--- src/sv/calendar_time_set_editor_macros.svh ---
// Assertion macros for the calendar time-set editor.
// No dependencies; included by calendar_time_set_editor.sv, which checks its own logic.
`ifndef CALENDAR_TIME_SET_EDITOR_MACROS_SVH
`define CALENDAR_TIME_SET_EDITOR_MACROS_SVH
`ifndef SYNTHESIS
`define CTSE_ASSERT(lbl, clk, rst, prop, msg) \
   lbl: assert property (@(posedge clk) disable iff (rst) (prop)) else $error(msg);
`define CTSE_ASSERT_IMPL(lbl, clk, rst, ante, cons, msg) \
   lbl: assert property (@(posedge clk) disable iff (rst) (ante) |-> (cons)) else $error(msg);
`define CTSE_ASSERT_NEXT(lbl, clk, rst, ante, cons, msg) \
   lbl: assert property (@(posedge clk) disable iff (rst) (ante) |=> (cons)) else $error(msg);
`else
`define CTSE_ASSERT(lbl, clk, rst, prop, msg)
`define CTSE_ASSERT_IMPL(lbl, clk, rst, ante, cons, msg)
`define CTSE_ASSERT_NEXT(lbl, clk, rst, ante, cons, msg)
`endif
`endif

--- src/sv/ctse_pkg.sv ---
// Types, constants and the month-length function of the calendar time-set editor.
// No dependencies.
package ctse_pkg;

   typedef enum logic [1:0] {
      CMD_SELECT = 2'd0,
      CMD_INC    = 2'd1,
      CMD_DEC    = 2'd2,
      CMD_LOAD   = 2'd3
   } cmd_type;

   localparam logic [2:0] FIELD_YEAR   = 3'd0;
   localparam logic [2:0] FIELD_MONTH  = 3'd1;
   localparam logic [2:0] FIELD_DAY    = 3'd2;
   localparam logic [2:0] FIELD_HOUR   = 3'd3;
   localparam logic [2:0] FIELD_MINUTE = 3'd4;
   localparam logic [2:0] FIELD_SECOND = 3'd5;
   localparam logic [2:0] FIELD_LAST   = FIELD_SECOND;

   localparam logic [6:0] YEAR_MAX  = 7'd99;
   localparam logic [3:0] MONTH_MAX = 4'd12;
   localparam logic [4:0] HOUR_MAX  = 5'd23;
   localparam logic [5:0] MIN_MAX   = 6'd59;

   typedef struct packed {
      cmd_type    cmd;
      logic [6:0] load_year;
      logic [3:0] load_month;
      logic [4:0] load_day;
      logic [4:0] load_hour;
      logic [5:0] load_minute;
      logic [5:0] load_second;
   } req_type;

   typedef struct packed {
      logic [6:0] year_out;
      logic [3:0] month_out;
      logic [4:0] day_out;
      logic [4:0] hour_out;
      logic [5:0] minute_out;
      logic [5:0] second_out;
      logic [2:0] field_pointer;
   } rsp_type;

   typedef struct packed {
      logic [6:0] year;
      logic [3:0] month;
      logic [4:0] day;
      logic [4:0] hour;
      logic [5:0] minute;
      logic [5:0] second;
      logic [2:0] pointer;
   } state_type;

   localparam state_type RESET_STATE = '{
      year: 7'd0, month: 4'd1, day: 5'd1, hour: 5'd0,
      minute: 6'd0, second: 6'd0, pointer: FIELD_YEAR
   };

   // zero for a month that has no meaning
   function automatic logic [4:0] month_length(logic [3:0] month, logic [6:0] year);
      logic [4:0] len;
      case (month) inside
         4'd1, 4'd3, 4'd5, 4'd7, 4'd8, 4'd10, 4'd12: len = 5'd31;
         4'd4, 4'd6, 4'd9, 4'd11:                    len = 5'd30;
         4'd2:    len = (year[1:0] == 2'b00) ? 5'd29 : 5'd28;
         default: len = 5'd0;
      endcase
      return len;
   endfunction

endpackage

--- src/sv/ctse_stream_if.sv ---
// Valid/ready stream interface carrying one payload word.
// Payload type is a parameter; used with the types of ctse_pkg.
interface ctse_stream_if #(parameter type payload_type = logic);
   logic        valid;
   logic        ready;
   payload_type payload;

   modport source (output valid, output payload, input ready);
   modport sink   (input valid, input payload, output ready);
endinterface

--- src/sv/ctse_next.sv ---
// Next-state logic of the calendar time-set editor: one command applied to the fields.
// Depends on ctse_pkg.
module ctse_next (
   input  ctse_pkg::state_type cur,
   input  ctse_pkg::req_type   req,
   output ctse_pkg::state_type nxt
);

   logic [2:0] sel;
   logic       sel_y, sel_mo, sel_d, sel_h, sel_mi, sel_s;

   // increment path, one bit wider than the fields
   logic [7:0] y_inc;
   logic [4:0] mo_inc;
   logic [5:0] d_inc;
   logic [5:0] h_inc;
   logic [6:0] mi_inc, s_inc;
   logic [6:0] y_inc_n;
   logic [3:0] mo_inc_n;
   logic [4:0] lim_inc;
   logic [4:0] d_inc_n;

   // decrement path
   logic [6:0] y_dec;
   logic [3:0] mo_dec;
   logic [4:0] d_dec;
   logic       d_under;
   logic [4:0] lim_dec;
   logic [4:0] d_dec_n;

   assign sel    = cur.pointer;
   assign sel_y  = (sel == ctse_pkg::FIELD_YEAR);
   assign sel_mo = (sel == ctse_pkg::FIELD_MONTH);
   assign sel_d  = (sel == ctse_pkg::FIELD_DAY);
   assign sel_h  = (sel == ctse_pkg::FIELD_HOUR);
   assign sel_mi = (sel == ctse_pkg::FIELD_MINUTE);
   assign sel_s  = (sel == ctse_pkg::FIELD_SECOND);

   always_comb begin
      y_inc  = {1'b0, cur.year}   + 8'(sel_y);
      mo_inc = {1'b0, cur.month}  + 5'(sel_mo);
      d_inc  = {1'b0, cur.day}    + 6'(sel_d);
      h_inc  = {1'b0, cur.hour}   + 6'(sel_h);
      mi_inc = {1'b0, cur.minute} + 7'(sel_mi);
      s_inc  = {1'b0, cur.second} + 7'(sel_s);

      y_inc_n  = (y_inc > {1'b0, ctse_pkg::YEAR_MAX}) ? 7'd0 : y_inc[6:0];
      mo_inc_n = (mo_inc > {1'b0, ctse_pkg::MONTH_MAX}) ? 4'd1 : mo_inc[3:0];
      lim_inc  = ctse_pkg::month_length(mo_inc_n, y_inc_n);
      if ((lim_inc != 5'd0) && (d_inc > {1'b0, lim_inc})) begin
         d_inc_n = 5'd1;
      end else begin
         d_inc_n = d_inc[4:0];
      end

      y_dec   = sel_y ? ((cur.year == 7'd0) ? ctse_pkg::YEAR_MAX : cur.year - 7'd1)
                      : cur.year;
      mo_dec  = cur.month - 4'(sel_mo);
      if ((cur.month == 4'd0) || (sel_mo && (cur.month == 4'd1))) begin
         mo_dec = ctse_pkg::MONTH_MAX;
      end
      d_under = sel_d && (cur.day == 5'd0);
      d_dec   = cur.day - 5'(sel_d);
      lim_dec = ctse_pkg::month_length(mo_dec, y_dec);
      if (lim_dec == 5'd0) begin
         d_dec_n = d_dec;
      end else if (d_under || (d_dec == 5'd0)) begin
         d_dec_n = lim_dec;
      end else if (d_dec > lim_dec) begin
         d_dec_n = 5'd1;
      end else begin
         d_dec_n = d_dec;
      end

      nxt = cur;
      case (req.cmd)
         ctse_pkg::CMD_SELECT: begin
            nxt.pointer = (cur.pointer == ctse_pkg::FIELD_LAST) ? ctse_pkg::FIELD_YEAR
                                                                : cur.pointer + 3'd1;
         end
         ctse_pkg::CMD_INC: begin
            nxt.year   = y_inc_n;
            nxt.month  = mo_inc_n;
            nxt.day    = d_inc_n;
            nxt.hour   = (h_inc > {1'b0, ctse_pkg::HOUR_MAX}) ? 5'd0 : h_inc[4:0];
            nxt.minute = (mi_inc > {1'b0, ctse_pkg::MIN_MAX}) ? 6'd0 : mi_inc[5:0];
            nxt.second = (s_inc > {1'b0, ctse_pkg::MIN_MAX}) ? 6'd0 : s_inc[5:0];
         end
         ctse_pkg::CMD_DEC: begin
            nxt.year   = y_dec;
            nxt.month  = mo_dec;
            nxt.day    = d_dec_n;
            nxt.hour   = sel_h ? ((cur.hour == 5'd0) ? ctse_pkg::HOUR_MAX
                                                     : cur.hour - 5'd1) : cur.hour;
            nxt.minute = sel_mi ? ((cur.minute == 6'd0) ? ctse_pkg::MIN_MAX
                                                        : cur.minute - 6'd1) : cur.minute;
            nxt.second = sel_s ? ((cur.second == 6'd0) ? ctse_pkg::MIN_MAX
                                                       : cur.second - 6'd1) : cur.second;
         end
         ctse_pkg::CMD_LOAD: begin
            nxt.year   = req.load_year;
            nxt.month  = req.load_month;
            nxt.day    = req.load_day;
            nxt.hour   = req.load_hour;
            nxt.minute = req.load_minute;
            nxt.second = req.load_second;
         end
         default: begin
            nxt = cur;
         end
      endcase
   end

endmodule

--- src/sv/calendar_time_set_editor.sv ---
// Calendar time-set editor: six time fields, a field pointer, one result word per command.
// Usage:
//   req_ch carries one command word (cmd and the six load values). Commands:
//   select next field (pointer wraps after second), increment the selected
//   field with every field above its limit then wrapped, decrement it with
//   wrap and the day fitted to the month, or load all six fields unchecked.
//   rsp_ch returns the six fields and the pointer after each command.
//   The result word is registered: it is valid in the cycle after the command is taken.
//   Throughput: one command per cycle unless rsp_ch stalls; the field registers
//   and the output register both update at the accepting edge, so the next
//   command sees the new fields at once.
//   Stall: while a result word waits on rsp_ch, req_ch.ready stays high only
//   if rsp_ch.ready is high in the same cycle; the waiting word holds.
//   Reset (synchronous): fields go to year 0, month 1, day 1, 00:00:00,
//   pointer on year; no result word is pending.
// Depends on ctse_pkg, ctse_stream_if, ctse_next and the assertion macros.
`include "calendar_time_set_editor_macros.svh"
module calendar_time_set_editor (
   input logic clock,
   input logic reset,
   ctse_stream_if.sink   req_ch,
   ctse_stream_if.source rsp_ch
);

   ctse_pkg::state_type state_ff, state_in;
   ctse_pkg::rsp_type   rsp_data_ff, rsp_data_in;
   logic                rsp_valid_ff;
   logic                accept;

   assign req_ch.ready = !rsp_valid_ff || rsp_ch.ready;
   assign accept       = req_ch.valid && req_ch.ready;

   ctse_next u_next (
      .cur (state_ff),
      .req (req_ch.payload),
      .nxt (state_in)
   );

   assign rsp_data_in = '{
      year_out:      state_in.year,
      month_out:     state_in.month,
      day_out:       state_in.day,
      hour_out:      state_in.hour,
      minute_out:    state_in.minute,
      second_out:    state_in.second,
      field_pointer: state_in.pointer
   };

   always_ff @(posedge clock) begin
      if (reset) begin
         state_ff     <= ctse_pkg::RESET_STATE;
         rsp_valid_ff <= 1'b0;
      end else begin
         if (accept) begin
            state_ff <= state_in;
         end
         if (accept) begin
            rsp_valid_ff <= 1'b1;
         end else if (rsp_ch.ready) begin
            rsp_valid_ff <= 1'b0;
         end
      end
   end

   always_ff @(posedge clock) begin
      if (accept) begin
         rsp_data_ff <= rsp_data_in;
      end
   end

   assign rsp_ch.valid   = rsp_valid_ff;
   assign rsp_ch.payload = rsp_data_ff;

   `CTSE_ASSERT(a_ptr_range, clock, reset, state_ff.pointer <= ctse_pkg::FIELD_LAST, "pointer out of range")
   `CTSE_ASSERT_IMPL(a_rsp_mirrors_state, clock, reset, rsp_valid_ff, (rsp_data_ff.year_out == state_ff.year) && (rsp_data_ff.day_out == state_ff.day) && (rsp_data_ff.field_pointer == state_ff.pointer), "result word differs from fields")
   `CTSE_ASSERT_NEXT(a_accept_gives_rsp, clock, reset, accept, rsp_valid_ff, "taken command left no result word")
   `CTSE_ASSERT_NEXT(a_select_keeps_time, clock, reset, accept && (req_ch.payload.cmd == ctse_pkg::CMD_SELECT), $stable(state_ff.year) && $stable(state_ff.month) && $stable(state_ff.day) && $stable(state_ff.hour) && $stable(state_ff.minute) && $stable(state_ff.second), "select changed a time field")
   `CTSE_ASSERT_NEXT(a_inc_in_range, clock, reset, accept && (req_ch.payload.cmd == ctse_pkg::CMD_INC), (state_ff.year <= ctse_pkg::YEAR_MAX) && (state_ff.month <= ctse_pkg::MONTH_MAX) && (state_ff.hour <= ctse_pkg::HOUR_MAX) && (state_ff.minute <= ctse_pkg::MIN_MAX) && (state_ff.second <= ctse_pkg::MIN_MAX), "increment left a field out of range")

endmodule

--- src/flat_wrapper.sv ---
// flat-port wrapper written by rule: the top's interface ports become plain ports
module calendar_time_set_editor_flat import ctse_pkg::*;
  (clock, reset, req_ch_valid, req_ch_payload, req_ch_ready, rsp_ch_valid, rsp_ch_payload, rsp_ch_ready);
  ctse_stream_if #(.payload_type(req_type)) req_ch_i ();
  ctse_stream_if #(.payload_type(rsp_type)) rsp_ch_i ();
  input logic clock;
  input logic reset;
  input wire logic [$bits(req_ch_i.valid)-1:0] req_ch_valid;
  input wire logic [$bits(req_ch_i.payload)-1:0] req_ch_payload;
  output wire logic [$bits(req_ch_i.ready)-1:0] req_ch_ready;
  output wire logic [$bits(rsp_ch_i.valid)-1:0] rsp_ch_valid;
  output wire logic [$bits(rsp_ch_i.payload)-1:0] rsp_ch_payload;
  input wire logic [$bits(rsp_ch_i.ready)-1:0] rsp_ch_ready;
  assign req_ch_i.valid = req_ch_valid;
  assign req_ch_i.payload = req_ch_payload;
  assign req_ch_ready = req_ch_i.ready;
  assign rsp_ch_valid = rsp_ch_i.valid;
  assign rsp_ch_payload = rsp_ch_i.payload;
  assign rsp_ch_i.ready = rsp_ch_ready;
  calendar_time_set_editor u_core (.clock(clock), .reset(reset), .req_ch(req_ch_i), .rsp_ch(rsp_ch_i));
endmodule
--- config.mk ---
export PLATFORM = sky130hd
export DESIGN_NAME = calendar_time_set_editor_flat
export DESIGN_NICKNAME = d
export VERILOG_FILES = /design/src/sv/ctse_pkg.sv /design/src/sv/ctse_stream_if.sv /design/src/sv/ctse_next.sv /design/src/sv/calendar_time_set_editor.sv /design/src/flat_wrapper.sv
export VERILOG_INCLUDE_DIRS = /design/src /design/src/sv
export SDC_FILE = /design/constraint.sdc
export NUM_CORES = 1
export LEC_CHECK = 0
export ABC_AREA = 1
export BUFFER_PORTS_ARGS = -buffer_cell sky130_fd_sc_hd__clkbuf_2
export CAP_MARGIN = 20
export CORE_UTILIZATION = 35
export DETAILED_ROUTE_END_ITERATION = 7
export HOLD_SLACK_MARGIN = 0.05
export PLACE_DENSITY = 0.66
export SETUP_SLACK_MARGIN = 0.15
export SLEW_MARGIN = 15
export SYNTH_ARGS = -nofsm -noshare
export SYNTH_HDL_FRONTEND = slang
export SYNTH_SLANG_ARGS = --single-unit
export TNS_END_PERCENT = 5
--- constraint.sdc ---
create_clock -name clock -period 3.3 [get_ports clock]
set_input_delay 0.495 -clock clock [delete_from_list [all_inputs] [get_ports clock]]
set_output_delay 0.495 -clock clock [all_outputs]
set_load 0.02 [all_outputs]
# Yosys cells after proc, flatten, opt, wreduce, memory -nomap -nowiden
# Index checks and enable logic that the tools add are counted.
# totals
reg_bits	73
output_inout_bits	38
# classes
add_sub_neg	13
magnitude_cmp	7
n_eq_ne	33
muxes	31
n_reduce_logical	26
# op_table
op	count
$pmux 33 s3	1
$mux 5	13
$eq 4x4->1 const B	10
$mux 6	6
$eq 4x3->1 const B	8
$mux 7	3
$logic_not 5->1	4
$eq 4x2->1 const B	4
$add 6x1->7	2
$gt 7x6->1 const B	2
$reduce_or 7->1	2
$add 5x1->6	2
$eq 4x1->1 const B	3
$logic_not 6->1	2
$sub 6x1->6 const B	2
$add 7x1->8	1
$gt 8x7->1 const B	1
$mux 4	2
$reduce_or 4->1	2
$logic_not 7->1	1
$sub 7x1->7 const B	1
$eq 3x2->1 const B	2
$eq 3x3->1 const B	2
$gt 6x5->1	1
21 further kinds	33

# Longest topological paths before layout
# logic_depth
word_depth	13
ltp_mapped	28
ltp_nobuf	28

# Modules after synthesis
# From an unflattened synthesis, not the netlist that was laid out.
# unflattened
hier_cells	804
hier_area_um2	5708.0
# modules_own_cells
module	instances	cells_per_inst	area_each_um2	seq_area_each_um2
ctse_next	1	531	2917.8	0.0
calendar_time_set_editor	1	273	2790.2	1821.7

# Worst setup path after synthesis
# No wires, ideal clock.
# synth_timing
path_kind	register to register
from	register u_core.state_ff[1] (netlist bit)
to	register u_core.rsp_data_ff (netlist bit u_core.rsp_ch.payload[20]) (data pin)
setup_ps	255
arrival_ps	2998
slack_ps	47
stages_incl_launch_ff	27
path_buffers	0
cell_sequence	dfxtp_1 nor2_2 nand2_1 inv_1 ha_1 ha_1 nand2_1 inv_1 nor2_1 inv_1 nand3_1 inv_1 nand2_2 nand3_4 inv_2 ha_1 nand2_1 inv_1 nor2_1 o21ai_0 o21ai_0 nand2_1 nand2_1 nand2_1 nand3_1 nand3_1 and2_1
# synth_rtl
item	line_no	rtl
from (decl)	calendar_time_set_editor.sv:25	ctse_pkg::state_type state_ff, state_in;
from (signal assigned)	calendar_time_set_editor.sv:51	state_ff <= ctse_pkg::RESET_STATE;
from (signal assigned)	calendar_time_set_editor.sv:55	state_ff <= state_in;
to (signal assigned)	calendar_time_set_editor.sv:67	rsp_data_ff <= rsp_data_in;
to (decl)	calendar_time_set_editor.sv:26	ctse_pkg::rsp_type rsp_data_ff, rsp_data_in;

==> results_dict.tcl <==
set metrics [dict create \
    ios 77 \
    dieArea_um2 15800 \
    remaining_drc_errors 3 \
    ys_types 48 \
    postRouteAntennaNets 0 \
    p_leak_nw 3.14 \
    dr.first_iter.drc_count 402 \
    p_per_area_nw_per_um2 473 \
    reg2reg_slack_ns 0.23 \
    via_per_inst 5.09 \
    antenna_found_initial 0 \
    fin_crit_ns 3.07 \
    clock_latency_ns 0.35 \
    r2r_cells 21 \
    crit_type "reg -> reg" \
    vias 5200 \
    synthArstFlopShare_pct 0 \
    r2r_end "u_core.rsp_ch.payload[24]" \
    grt_usage_pct 18.9 \
    finalWeightedCongestion 0.880 \
    slew_violations 0 \
    max_freq_mhz 325 \
    placed_cells 998 \
    io_buffers 76 \
    synth_ff_type "dfxtp_1" \
    end_kind "flip-flop" \
    r2r_start "u_core.state_ff[1]" \
    dpl.hpwl_um 10100 \
    wire_per_inst_um 14.6 \
    antenna_cells 0 \
    synth_top_area_share_pct 20.2 \
    start_util_pct 36.3 \
    drt-pass1-iter-count 7 \
    hold_path.class "in -> reg" \
    cts_num_sinks 73 \
    finClkSkew_ns 0.0104 \
    path_clk_slew_ns 0.06 \
    cp-endpoint "u_core.rsp_ch.payload[24]" \
    rsz0062_at_grt "yes" \
    synth.avg_cell_area_um2 7.10 \
    timing.final.crit_share_pct 93.2 \
    wirelength_um 14900 \
    overflow 0 \
    startpoint_type "flip-flop" \
    grt_pass1_vias 4769 \
    failed_checks "DRC" \
    fin_nets 903 \
    setup_violations 0 \
    syn-num-nets 824 \
    finalHoldViolCount 0 \
    ctsLongestPathBuffers 2 \
    yosys_warnings 0 \
    worstPathMaxFanout 4 \
    finalNonFillerCells 1021 \
    cts_tree "yes" \
    cp.required_ns 3.38 \
    syn-cell-area_um2 5340 \
    startpoint "u_core.state_ff[1]" \
    yosysTopAreaCell "edfxtp_1" \
    area_growth_pct 23.8 \
    syn-instance-count 753 \
    synth_common_cells "nand2_1, inv_1, nor2_1, nand3_1, a21oi_1" \
    tightest_slew_ns 0.954 \
    ys_seq_elements 73 \
    drive_above_1_share_pct 24.1 \
    cts_made_buffers 9 \
    coreArea_um2 14700 \
    cap_violations 0 \
    grt_pass1_wl_um 23400 \
    ir_drop_uv 261 \
    p_total_mw 3.13 \
    cts.root.buffer_cell "clkbuf_16" \
    die_x_um 126 \
    die_h_um 126 \
    synth.most_common_cell "nand2_1" \
    synth_edf_count 36 \
    outcome "finished, violations left" \
    row_count 44 \
    grt_max_degree 56 \
    seq_area_frac_synth_pct 34.1 \
    htreeDepth 3 \
    ys_top_cells_by_area "edfxtp_1, dfxtp_1, nand2_1" \
    final_util_pct 45.0 \
    relSlewSlack_pct 36.3 \
    crit_arrival_ns 3.16 \
]
==> flip-flops by register name, indices dropped and copies added (netlist names) <==
signal / flops
u_core.rsp_ch.payload: 36
u_core.state_ff: 36
u_core.rsp_ch.valid: 1
==> worst min-delay path by stage <==
stage / from / end / depth (start not counted)
floorplan: u_core.state_ff[20] / u_core.state_ff[20] / 2
global placement: u_core.rsp_ch.valid / u_core.rsp_ch.valid / 2
detailed placement: u_core.rsp_ch.valid / u_core.rsp_ch.valid / 2
CTS: rsp_ch_ready / u_core.rsp_ch.valid / 4
global route: rsp_ch_ready / u_core.rsp_ch.valid / 4
finish: rsp_ch_ready / u_core.rsp_ch.valid / 4
==> where the power goes <==
| part | switching [mW] | internal (mW) | total, mW |
|---|---|---|---|
| logic | 0.568 | 0.326 | 0.894 |
| registers | 0.0772 | 1.05 | 1.13 |
| clock network | 0.406 | 0.701 | 1.11 |
| total | 1.05 | 2.08 | 3.13 |
==> critical path, stage by stage, from the launching register on <==
cell and delay [ns]:
dfxtp_2 0.33, nor2_4 0.12, nand2_2 0.07, inv_2 0.10
ha_4 0.16, nand3_2 0.10, xor2_1 0.26, nand3_1 0.11
or2_4 0.26, nand2_2 0.08, inv_1 0.07, ha_1 0.31
nand2_1 0.08, o21ai_1 0.12, nand2_1 0.06, nand2_1 0.05
nand2_1 0.04, nand2_1 0.07, nand2_2 0.09, buf_4 0.16
nand3_2 0.07, nand4_2 0.11
==> metal layers <==
metal	GRT usage (%)	wire length, um
met4	6.89	239
met1	24.7	6820
met2	30.6	6990
met5	0	0
met3	4.02	821
==> area by class of cell <==
class	count	area (um2)
multi-input combinational	532	3220
clock inverter	5	77.6
sequential	73	1830
timing repair buffer	100	561
fill	1517	8080
clock buffer	11	253
inverter	116	448
tap	184	230
==> per-stage QoR <==
stage               TNS [ns]  worst slack [ns]  instance area, um2  hold WS, ns
floorplan                  0             0.220                5340        0.494
global placement           0            0.0855                5950        0.517
detailed placement   -0.0782           -0.0500                5950        0.515
CTS                        0             0.138                6310        0.440
global route         -0.0294           -0.0195                6620        0.470
finish                     0             0.226                6620        0.447
==> kinds of logic (layout without fill, tap and decap cells) <==
family	count (synthesis)	after routing	synth area share [%]
buffers and inverters	148	232	10.7
and+or+nand+nor	335	335	28.7
AOI/OAI and AO/OA	142	142	15.2
adders and majority gates	32	32	7.49
xor gates and xnor gates	23	23	3.77
DFF	73	73	34.1
==> what timing repair did <==
item | in CTS | in global routing
pin swaps | 4 | 26
hold buffers | 0 | 0
endpoints found under the setup margin | 10 | 10
resized for setup | 5 | 68
buffers inserted | 2 | 5
==> placed cells by master (no fill, tap or decap), types with 10 or more instances in the layout <==
master / Yosys / layout
a21oi_1: 52 / 45
buf_4: 0 / 24
clkbuf_2: 2 / 76
dfxtp_1: 37 / 33
edfxtp_1: 36 / 36
ha_1: 32 / 22
inv_1: 110 / 105
nand2_1: 143 / 132
nand2_2: 3 / 12
nand3_1: 67 / 59
nand3_2: 2 / 10
nand4_1: 16 / 16
nor2_1: 73 / 65
nor2_2: 4 / 10
nor3_1: 12 / 12
o211ai_1: 11 / 11
o21ai_0: 48 / 45
o21ai_1: 7 / 10
xor2_1: 22 / 21
(Power assumes the default switching activity.)
